[src/sv/iad_pkg.sv]
// Shared types, constants and table functions for the IMA ADPCM block decoder.
// No dependencies; every other file of the block imports this package.
`timescale 1ns / 1ps
`default_nettype none
package iad_pkg;

    localparam int WORD_W      = 32;
    localparam int SAMPLE_W    = 16;
    localparam int IDX_W       = 7;
    localparam int STEP_W      = 15;
    localparam int CFG_IDX_W   = 8;
    localparam int CFG_DATA_W  = 32;
    localparam int BLK_W       = 14;
    localparam int WLEFT_W     = 13;

    localparam logic [CFG_IDX_W-1:0] REG_TOTAL_SAMPLES = 8'd0;
    localparam logic [CFG_IDX_W-1:0] REG_BLOCK_WORDS   = 8'd1;

    localparam logic [WORD_W-1:0] TOTAL_RESET = 32'd1;
    localparam logic [BLK_W-1:0]  BLOCK_RESET = 14'd64;
    localparam logic [BLK_W-1:0]  BLOCK_MAX   = 14'd8192;
    localparam logic [IDX_W-1:0]  IDX_MAX     = 7'd88;

    localparam logic signed [SAMPLE_W+1:0] PRED_MIN = -18'sd32768;
    localparam logic signed [SAMPLE_W+1:0] PRED_MAX = 18'sd32767;

    // One queued request: the word and what the back end must do with it.
    typedef struct packed {
        logic [WORD_W-1:0] word;
        logic              is_hdr;
        logic [2:0]        last_nib;  // index of the last code to decode
        logic              eos;       // last sample of this word ends the stream
    } t_cmd;

    function automatic logic [STEP_W-1:0] step_of(input logic [IDX_W-1:0] idx);
        logic [STEP_W-1:0] s;
        case (idx)
            7'd0: s = 15'd7;      7'd1: s = 15'd8;      7'd2: s = 15'd9;
            7'd3: s = 15'd10;     7'd4: s = 15'd11;     7'd5: s = 15'd12;
            7'd6: s = 15'd13;     7'd7: s = 15'd14;     7'd8: s = 15'd16;
            7'd9: s = 15'd17;     7'd10: s = 15'd19;    7'd11: s = 15'd21;
            7'd12: s = 15'd23;    7'd13: s = 15'd25;    7'd14: s = 15'd28;
            7'd15: s = 15'd31;    7'd16: s = 15'd34;    7'd17: s = 15'd37;
            7'd18: s = 15'd41;    7'd19: s = 15'd45;    7'd20: s = 15'd50;
            7'd21: s = 15'd55;    7'd22: s = 15'd60;    7'd23: s = 15'd66;
            7'd24: s = 15'd73;    7'd25: s = 15'd80;    7'd26: s = 15'd88;
            7'd27: s = 15'd97;    7'd28: s = 15'd107;   7'd29: s = 15'd118;
            7'd30: s = 15'd130;   7'd31: s = 15'd143;   7'd32: s = 15'd157;
            7'd33: s = 15'd173;   7'd34: s = 15'd190;   7'd35: s = 15'd209;
            7'd36: s = 15'd230;   7'd37: s = 15'd253;   7'd38: s = 15'd279;
            7'd39: s = 15'd307;   7'd40: s = 15'd337;   7'd41: s = 15'd371;
            7'd42: s = 15'd408;   7'd43: s = 15'd449;   7'd44: s = 15'd494;
            7'd45: s = 15'd544;   7'd46: s = 15'd598;   7'd47: s = 15'd658;
            7'd48: s = 15'd724;   7'd49: s = 15'd796;   7'd50: s = 15'd876;
            7'd51: s = 15'd963;   7'd52: s = 15'd1060;  7'd53: s = 15'd1166;
            7'd54: s = 15'd1282;  7'd55: s = 15'd1411;  7'd56: s = 15'd1552;
            7'd57: s = 15'd1707;  7'd58: s = 15'd1878;  7'd59: s = 15'd2066;
            7'd60: s = 15'd2272;  7'd61: s = 15'd2499;  7'd62: s = 15'd2749;
            7'd63: s = 15'd3024;  7'd64: s = 15'd3327;  7'd65: s = 15'd3660;
            7'd66: s = 15'd4026;  7'd67: s = 15'd4428;  7'd68: s = 15'd4871;
            7'd69: s = 15'd5358;  7'd70: s = 15'd5894;  7'd71: s = 15'd6484;
            7'd72: s = 15'd7132;  7'd73: s = 15'd7845;  7'd74: s = 15'd8630;
            7'd75: s = 15'd9493;  7'd76: s = 15'd10442; 7'd77: s = 15'd11487;
            7'd78: s = 15'd12635; 7'd79: s = 15'd13899; 7'd80: s = 15'd15289;
            7'd81: s = 15'd16818; 7'd82: s = 15'd18500; 7'd83: s = 15'd20350;
            7'd84: s = 15'd22385; 7'd85: s = 15'd24623; 7'd86: s = 15'd27086;
            7'd87: s = 15'd29794;
            default: s = 15'd32767;
        endcase
        return s;
    endfunction

    // Step index update: codes 0..3 step down by one, 4..7 up by 2, 4, 6, 8.
    function automatic logic [IDX_W-1:0] index_next(input logic [IDX_W-1:0] idx,
                                                    input logic [2:0] mag);
        logic [IDX_W:0] up;
        logic [IDX_W-1:0] r;
        up = {1'b0, idx} + {5'd0, mag[1:0], 1'b0} + 8'd2;
        if (!mag[2]) begin
            r = (idx == '0) ? '0 : idx - 7'd1;
        end else begin
            r = (up > {1'b0, IDX_MAX}) ? IDX_MAX : up[IDX_W-1:0];
        end
        return r;
    endfunction

endpackage
`default_nettype wire

[src/sv/iad_front.sv]
// Front end: takes words, tracks block position and sample budget, queues requests.
// Depends on iad_pkg.
`timescale 1ns / 1ps
`default_nettype none
module iad_front (
    input  wire                          i_clk,
    input  wire                          i_rst_n,
    input  wire                          i_valid,
    output logic                         o_ready,
    input  wire  [iad_pkg::WORD_W-1:0]   i_data_word,
    input  wire                          i_cfg_valid,
    input  wire  [iad_pkg::CFG_IDX_W-1:0]  i_cfg_index,
    input  wire  [iad_pkg::CFG_DATA_W-1:0] i_cfg_data,
    input  wire                          i_q_full,
    output logic                         o_push,
    output iad_pkg::t_cmd                o_cmd
);
    import iad_pkg::*;

    logic [BLK_W-1:0]   r_blk, n_blk;
    logic [WORD_W-1:0]  r_left, n_left;
    logic [WLEFT_W-1:0] r_wleft, n_wleft;
    logic               r_fin, n_fin;

    logic               acc;
    logic               hdr;
    logic [3:0]         cnt;
    logic [WLEFT_W-1:0] blk_left;

    assign o_ready = r_fin || !i_q_full;
    assign acc     = i_valid && o_ready;
    assign hdr     = (r_wleft == '0);
    assign o_push  = acc && !r_fin;

    always_comb begin
        if (r_blk == '0) begin
            blk_left = '0;
        end else if (r_blk > BLOCK_MAX) begin
            blk_left = WLEFT_W'(BLOCK_MAX - 14'd1);
        end else begin
            blk_left = WLEFT_W'(r_blk - 14'd1);
        end
        if (hdr) begin
            cnt = 4'd1;
        end else if (r_left >= 32'd8) begin
            cnt = 4'd8;
        end else begin
            cnt = r_left[3:0];
        end
        o_cmd.word     = i_data_word;
        o_cmd.is_hdr   = hdr;
        o_cmd.last_nib = 3'(cnt - 4'd1);
        o_cmd.eos      = (r_left == {28'd0, cnt});
    end

    always_comb begin
        n_blk   = r_blk;
        n_left  = r_left;
        n_wleft = r_wleft;
        n_fin   = r_fin;
        if (o_push) begin
            n_left  = r_left - {28'd0, cnt};
            n_fin   = o_cmd.eos;
            n_wleft = hdr ? blk_left : r_wleft - 13'd1;
        end
        if (i_cfg_valid) begin
            unique case (i_cfg_index)
                REG_TOTAL_SAMPLES: begin
                    // restart the stream: next word is a header
                    n_left  = i_cfg_data;
                    n_fin   = (i_cfg_data == '0);
                    n_wleft = '0;
                end
                REG_BLOCK_WORDS: n_blk = i_cfg_data[BLK_W-1:0];
                default: ;
            endcase
        end
    end

    always_ff @(posedge i_clk) begin
        if (!i_rst_n) begin
            r_blk   <= BLOCK_RESET;
            r_left  <= TOTAL_RESET;
            r_wleft <= '0;
            r_fin   <= 1'b0;
        end else begin
            r_blk   <= n_blk;
            r_left  <= n_left;
            r_wleft <= n_wleft;
            r_fin   <= n_fin;
        end
    end

endmodule
`default_nettype wire

[src/sv/iad_fifo.sv]
// Two-entry request queue between front and back end.
// Depends on iad_pkg (t_cmd).
`timescale 1ns / 1ps
`default_nettype none
module iad_fifo (
    input  wire            i_clk,
    input  wire            i_rst_n,
    input  wire            i_push,
    input  iad_pkg::t_cmd  i_data,
    output logic           o_full,
    input  wire            i_pop,
    output logic           o_valid,
    output iad_pkg::t_cmd  o_data
);
    import iad_pkg::*;

    t_cmd       r_mem [2];
    logic       r_wp, r_rp;
    logic [1:0] r_cnt;

    assign o_full  = (r_cnt == 2'd2);
    assign o_valid = (r_cnt != 2'd0);
    assign o_data  = r_mem[r_rp];

    always_ff @(posedge i_clk) begin
        if (i_push) begin
            r_mem[r_wp] <= i_data;
        end
    end

    always_ff @(posedge i_clk) begin
        if (!i_rst_n) begin
            r_wp  <= 1'b0;
            r_rp  <= 1'b0;
            r_cnt <= 2'd0;
        end else begin
            if (i_push) r_wp <= ~r_wp;
            if (i_pop)  r_rp <= ~r_rp;
            case ({i_push, i_pop})
                2'b10:   r_cnt <= r_cnt + 2'd1;
                2'b01:   r_cnt <= r_cnt - 2'd1;
                default: r_cnt <= r_cnt;
            endcase
        end
    end

endmodule
`default_nettype wire

[src/sv/iad_back.sv]
// Back end: decodes one code per cycle unless the output stalls; registered output.
// Depends on iad_pkg (t_cmd, step table, index update).
`timescale 1ns / 1ps
`default_nettype none
module iad_back (
    input  wire                            i_clk,
    input  wire                            i_rst_n,
    input  wire                            i_q_valid,
    input  iad_pkg::t_cmd                  i_q_cmd,
    output logic                           o_pop,
    output logic                           o_valid,
    input  wire                            i_ready,
    output logic signed [iad_pkg::SAMPLE_W-1:0] o_sample,
    output logic                           o_end_of_run,
    output logic                           o_end_of_stream
);
    import iad_pkg::*;

    logic                       r_busy;
    t_cmd                       r_cmd;
    logic [2:0]                 r_nib;
    logic signed [SAMPLE_W-1:0] r_pred, n_pred;
    logic [IDX_W-1:0]           r_idx, n_idx;
    logic                       r_o_valid;
    logic signed [SAMPLE_W-1:0] r_o_sample;
    logic                       r_o_eor, r_o_eos;

    logic                       fire, last;
    logic [3:0]                 code;
    logic [STEP_W+3:0]          prod;
    logic [SAMPLE_W-1:0]        diff;
    logic signed [SAMPLE_W+1:0] sum;
    logic [7:0]                 hdr_idx;

    assign fire  = r_busy && (!r_o_valid || i_ready);
    assign last  = (r_nib == r_cmd.last_nib);
    assign o_pop = i_q_valid && (!r_busy || (fire && last));

    always_comb begin
        code    = r_cmd.word[{r_nib, 2'b00} +: 4];
        prod    = {15'd0, code[2:0], 1'b1} * {4'd0, step_of(r_idx)};
        diff    = prod[STEP_W+3:3];
        hdr_idx = r_cmd.word[23:16];
        if (code[3]) begin
            sum = 18'(r_pred) - $signed({2'b00, diff});
        end else begin
            sum = 18'(r_pred) + $signed({2'b00, diff});
        end
        if (r_cmd.is_hdr) begin
            n_pred = $signed(r_cmd.word[SAMPLE_W-1:0]);
            n_idx  = (hdr_idx > {1'b0, IDX_MAX}) ? IDX_MAX : hdr_idx[IDX_W-1:0];
        end else begin
            // clamp to the 16-bit range
            if (sum < PRED_MIN) begin
                n_pred = PRED_MIN[SAMPLE_W-1:0];
            end else if (sum > PRED_MAX) begin
                n_pred = PRED_MAX[SAMPLE_W-1:0];
            end else begin
                n_pred = sum[SAMPLE_W-1:0];
            end
            n_idx = index_next(r_idx, code[2:0]);
        end
    end

    always_ff @(posedge i_clk) begin
        if (o_pop) begin
            r_cmd <= i_q_cmd;
        end
        if (fire) begin
            r_pred     <= n_pred;
            r_idx      <= n_idx;
            r_o_sample <= n_pred;
            r_o_eor    <= last;
            r_o_eos    <= last && r_cmd.eos;
        end
    end

    always_ff @(posedge i_clk) begin
        if (!i_rst_n) begin
            r_busy    <= 1'b0;
            r_nib     <= 3'd0;
            r_o_valid <= 1'b0;
        end else begin
            if (o_pop) begin
                r_busy <= 1'b1;
                r_nib  <= 3'd0;
            end else if (fire) begin
                r_busy <= !last;
                r_nib  <= last ? 3'd0 : r_nib + 3'd1;
            end
            if (fire) begin
                r_o_valid <= 1'b1;
            end else if (i_ready) begin
                r_o_valid <= 1'b0;
            end
        end
    end

    assign o_valid         = r_o_valid;
    assign o_sample        = r_o_sample;
    assign o_end_of_run    = r_o_eor;
    assign o_end_of_stream = r_o_eos;

endmodule
`default_nettype wire

[src/sv/ima_adpcm_block_decoder.sv]
// Top level of the mono IMA ADPCM block decoder: front end, request queue, back end.
// Depends on iad_pkg, iad_front, iad_fifo and iad_back.
`timescale 1ns / 1ps
`default_nettype none
// Feed the data chunk one 32-bit little-endian word per request. The first word of
// each block is a header and gives one sample; every other word gives eight samples
// (fewer on the word that reaches total_samples), low nibble first, at one sample
// per cycle while the output is not stalled. The back-end decoder turns one code a
// cycle unless its output stalls: each code needs the predictor and step index left
// by the one before. A two-entry queue lets the front end take the next words while
// samples still drain, and the registered output holds a sample until it is taken.
// Words that arrive after the last sample are taken one a cycle and dropped. Write
// registers only while idle: index 0 is total_samples (a write restarts decoding at
// a header word), index 1 is block_words (read when a header arrives; zero counts
// as one, above 8192 counts as 8192).
module ima_adpcm_block_decoder (
    input  wire                             i_clk,
    input  wire                             i_rst_n,
    input  wire                             i_valid,
    output logic                            o_ready,
    input  wire  [iad_pkg::WORD_W-1:0]      i_data_word,
    output logic                            o_valid,
    input  wire                             i_ready,
    output logic signed [iad_pkg::SAMPLE_W-1:0] o_sample,
    output logic                            o_end_of_run,
    output logic                            o_end_of_stream,
    input  wire                             i_cfg_valid,
    output logic                            o_cfg_ready,
    input  wire  [iad_pkg::CFG_IDX_W-1:0]   i_cfg_index,
    input  wire  [iad_pkg::CFG_DATA_W-1:0]  i_cfg_data
);
    import iad_pkg::*;

    logic q_full, q_valid, push, pop;
    t_cmd push_cmd, pop_cmd;

    // registers are plain flops: take every write at once
    assign o_cfg_ready = 1'b1;

    iad_front u_front (
        .i_clk       (i_clk),
        .i_rst_n     (i_rst_n),
        .i_valid     (i_valid),
        .o_ready     (o_ready),
        .i_data_word (i_data_word),
        .i_cfg_valid (i_cfg_valid),
        .i_cfg_index (i_cfg_index),
        .i_cfg_data  (i_cfg_data),
        .i_q_full    (q_full),
        .o_push      (push),
        .o_cmd       (push_cmd)
    );

    iad_fifo u_fifo (
        .i_clk   (i_clk),
        .i_rst_n (i_rst_n),
        .i_push  (push),
        .i_data  (push_cmd),
        .o_full  (q_full),
        .i_pop   (pop),
        .o_valid (q_valid),
        .o_data  (pop_cmd)
    );

    iad_back u_back (
        .i_clk           (i_clk),
        .i_rst_n         (i_rst_n),
        .i_q_valid       (q_valid),
        .i_q_cmd         (pop_cmd),
        .o_pop           (pop),
        .o_valid         (o_valid),
        .i_ready         (i_ready),
        .o_sample        (o_sample),
        .o_end_of_run    (o_end_of_run),
        .o_end_of_stream (o_end_of_stream)
    );

endmodule
`default_nettype wire

[config.mk]
export PLATFORM = sky130hd
export DESIGN_NAME = ima_adpcm_block_decoder
export DESIGN_NICKNAME = d
export VERILOG_FILES = /design/src/sv/iad_pkg.sv /design/src/sv/iad_front.sv /design/src/sv/iad_fifo.sv /design/src/sv/iad_back.sv /design/src/sv/ima_adpcm_block_decoder.sv
export SDC_FILE = /design/constraint.sdc
export NUM_CORES = 1
export LEC_CHECK = 0
export BUFFER_PORTS_ARGS = -buffer_cell sky130_fd_sc_hd__buf_2
export CORE_AREA = 2 2 153 214
export DETAILED_ROUTE_END_ITERATION = 8
export DIE_AREA = 0 0 155 216
export PLACE_DENSITY = 0.75
export SLEW_MARGIN = 0
export SYNTH_ARGS = -nofsm -noshare
export SYNTH_HDL_FRONTEND = slang
export SYNTH_SLANG_ARGS = --single-unit
export TNS_END_PERCENT = 1
[constraint.sdc]
create_clock -name i_clk -period 8.2 [get_ports i_clk]
set_input_delay 1.64 -clock i_clk [delete_from_list [all_inputs] [get_ports i_clk]]
set_output_delay 1.64 -clock i_clk [all_outputs]
set_load 0.05 [all_outputs]
==> out/qor.csv <==
metric,value,unit
worstSetupEndpointType,flop,
postSynthCellCount,1552,
die_area,33500,µm²
synth_enable_flop_cells,136,
pre_cts_ws,0.196,ns
ant_nets,0,
drive_gt1_share,14.6,%
die_x,155,µm
wirelength,37600,µm
rows,77,
drtPass1Iterations,5,
tritoncts,done,
wl_per_cell,18.5,µm
synthArstFlopShare,0,%
syn-mean-instance-area,9.43,µm²
initial_utilization,46.5,%
finalMaxSlewViolations,0,
ys_ff_latch,220,
max_slew.worst_pin.slew,1.11,ns
area_growth,11.5,%
fin_crit_sh,95.0,%
final_core_utilization,51.8,%
synth_flop_cell,edfxtp_1,
dp_hpwl,27400,µm
syn_area,14600,µm²
setup_viol,0,
cts-root-buf,clkbuf_16,
place_inst,1985,
worstSetupStartpointType,flop,
fp.coreArea,31500,µm²
setup_ws,0.409,ns
slew_headroom,25.6,%
synth-seq-area-share,39.4,%
path_clk_slew,0.06,ns
gr-total-overflow,0,
die_y,216,µm
antenna_cells,0,
place_congestion,0.921,
drt-initial-drc-count,1033,
path_class,reg2reg,
viasPerCell,6.07,
grt_usage,22.0,%
crit_required,8.46,ns
max_stage_delay,0.54,ns
antenna_found_initial,0,
hp-class,reg2reg,
io_pins,98,
grt_pass1_vias,12017,
drc,0,
worst-path-max-fanout,15,
cts_max_level,1,
fmaxAchievable,128,MHz
grt_pass1_wl,60200,µm
synth_fp_nets,1725,
skew,0.0204,ns
final_cells,2027,
grt_max_degree,63,
yosysUniqueCellTypes,80,
clkSinkCount,220,
hold_violations,0,
maxCapViolations,0,
ys_warn_count,0,
clk_latency,0.52,ns
cp.arrival,8.05,ns
status,completed,
period_minus_slack,7.79,ns
cts_made_buffers,22,
io_buffers,96,
via_count,12311,
nets,1789,
clk_path_buf_depth,3,
slowest_stage,or4_1,
worst paths after layout:
| check | cells past startpoint | slack, ns | start | endpoint |
|---|---|---|---|---|
| max | 29 | 0.41 | u_back.r_nib[0]$_SDFFE_PP0P_ | u_back.o_sample[12]$_DFFE_PP_ |
| min | 2 | 0.50 | u_front.r_wleft[12]$_SDFF_PN0_ | u_front.r_wleft[12]$_SDFF_PN0_ |
| max reg2reg | 29 | 0.41 | u_back.r_nib[0]$_SDFFE_PP0P_ | u_back.o_sample[12]$_DFFE_PP_ |
| min reg2reg | 2 | 0.50 | u_front.r_wleft[12]$_SDFF_PN0_ | u_front.r_wleft[12]$_SDFF_PN0_ |
repair_timing:
item / 4_1_cts / 5_1_grt
gates resized for setup: 0 / 9
hold buffers: 0 / 0
setup buffers: 0 / 2
setup endpoints to repair: 0 / 15
cells in the mapped netlist, types with 24 or more instances:
cell type    n  area, µm²
nor2_1     151        567
nand3_1     33        165
inv_1       78        293
o21ai_0     78        390
clkbuf_1    67        251
a21oi_1    101        505
nand2_1    123        462
xnor2_1     46        403
mux2_2      41        462
edfxtp_1   136       4080
nor2b_1     34        213
nor3_1      49        245
ha_1        67        838
dfxtp_1     84       1680
xor2_1      30        263
or3_1       24        150
a211oi_1    43        323
fa_1        29        581
sequential cells by signal, indices dropped and copies added, names as in the netlist, named ones only:
| register | flops |
|---|---|
| u_back.o_end_of_run | 1 |
| u_back.r_idx | 7 |
| u_back.o_end_of_stream | 1 |
| u_fifo.r_mem | 74 |
| u_back.o_valid | 1 |
| u_back.r_busy | 1 |
| u_back.hdr_idx | 8 |
| u_front.r_fin | 1 |
| u_back.r_cmd | 29 |
| u_fifo.r_rp | 1 |
| u_front.r_blk | 14 |
| u_fifo.r_cnt | 2 |
| u_front.r_wleft | 13 |
| u_front.r_left | 32 |
| u_back.r_nib | 3 |
| u_back.o_sample | 16 |
| u_fifo.r_wp | 1 |
| u_back.prod | 1 |
cells in the final DEF, fill, tap and decap left out, types with 7 or more instances in the layout:
master	count
fa_1	29
inv_1	78
a21o_1	15
nand2b_1	15
nand2_1	123
mux2i_1	21
o31ai_1	9
or4_1	11
buf_2	96
buf_4	29
o21ai_0	77
mux2_2	41
a211oi_1	42
a311oi_1	9
nor2_1	150
o211ai_1	20
xor2_1	30
and2_1	7
nor4_1	22
and3_1	8
or2_2	8
a31oi_1	10
ha_1	66
clkbuf_16	22
mux4_2	8
a22oi_1	19
nor2b_1	34
a21oi_1	97
xnor2_1	45
edfxtp_1	136
a221oi_1	9
or3_1	24
nand4_1	13
nand3_1	33
dfxtp_1	84
o21a_1	14
nor3_1	49
per-stage QoR:
step / cell area (µm²) / hold slack [ns] / TNS (ns)
5_1_grt: 16300 / 0.521 / -0.384
2_1_floorplan: 14700 / 0.453 / 0
6_report: 16300 / 0.503 / 0
3_3_place_gp: 15500 / 0.474 / 0
3_5_place_dp: 15500 / 0.483 / 0
4_1_cts: 16200 / 0.502 / 0
area by class of cell:
type,instances,area [µm²]
repair buffers,126,709
clock buffers,34,656
clock inverters,6,72.6
flip-flops and latches,220,5770
fillers,2809,15200
multi-input cells,1167,8320
inverters,79,297
well taps,395,494
cell families (layout without fill, tap and decap cells):
group | count (synthesis) | in the layout | synth area share [%]
simple gates | 517 | 517 | 17.1
compound gates | 401 | 401 | 18.5
flops | 220 | 220 | 39.4
buf+inv | 165 | 245 | 4.39
fa+ha+maj | 99 | 99 | 9.90
xor+xnor | 76 | 76 | 4.55
mux | 73 | 73 | 6.11
other cells | 1 | 1 | 0.0256
critical path, delay by kind of cell, from the launching register on:
family,cells,cell delay (ns)
and+or+nand+nor,5,1.19
muxes,3,1.03
DFF,1,0.35
AOI/OAI and AO/OA,11,2.29
xor gates and xnor gates,1,0.20
adders and majority gates,4,1.71
buffers and inverters,5,0.74
layer usage:
layer	vias to the layer above	track usage, %	part of all wire, %
met1	5940	25.4	39
met4	0	9.01	4.0
met3	102	2.23	4.5
met2	413	41.1	53
li1	5856	-	-
met5	-	0	0
Power is not shown: default switching activity piles up to over one toggle a cycle in this logic, so the estimate is an artifact.
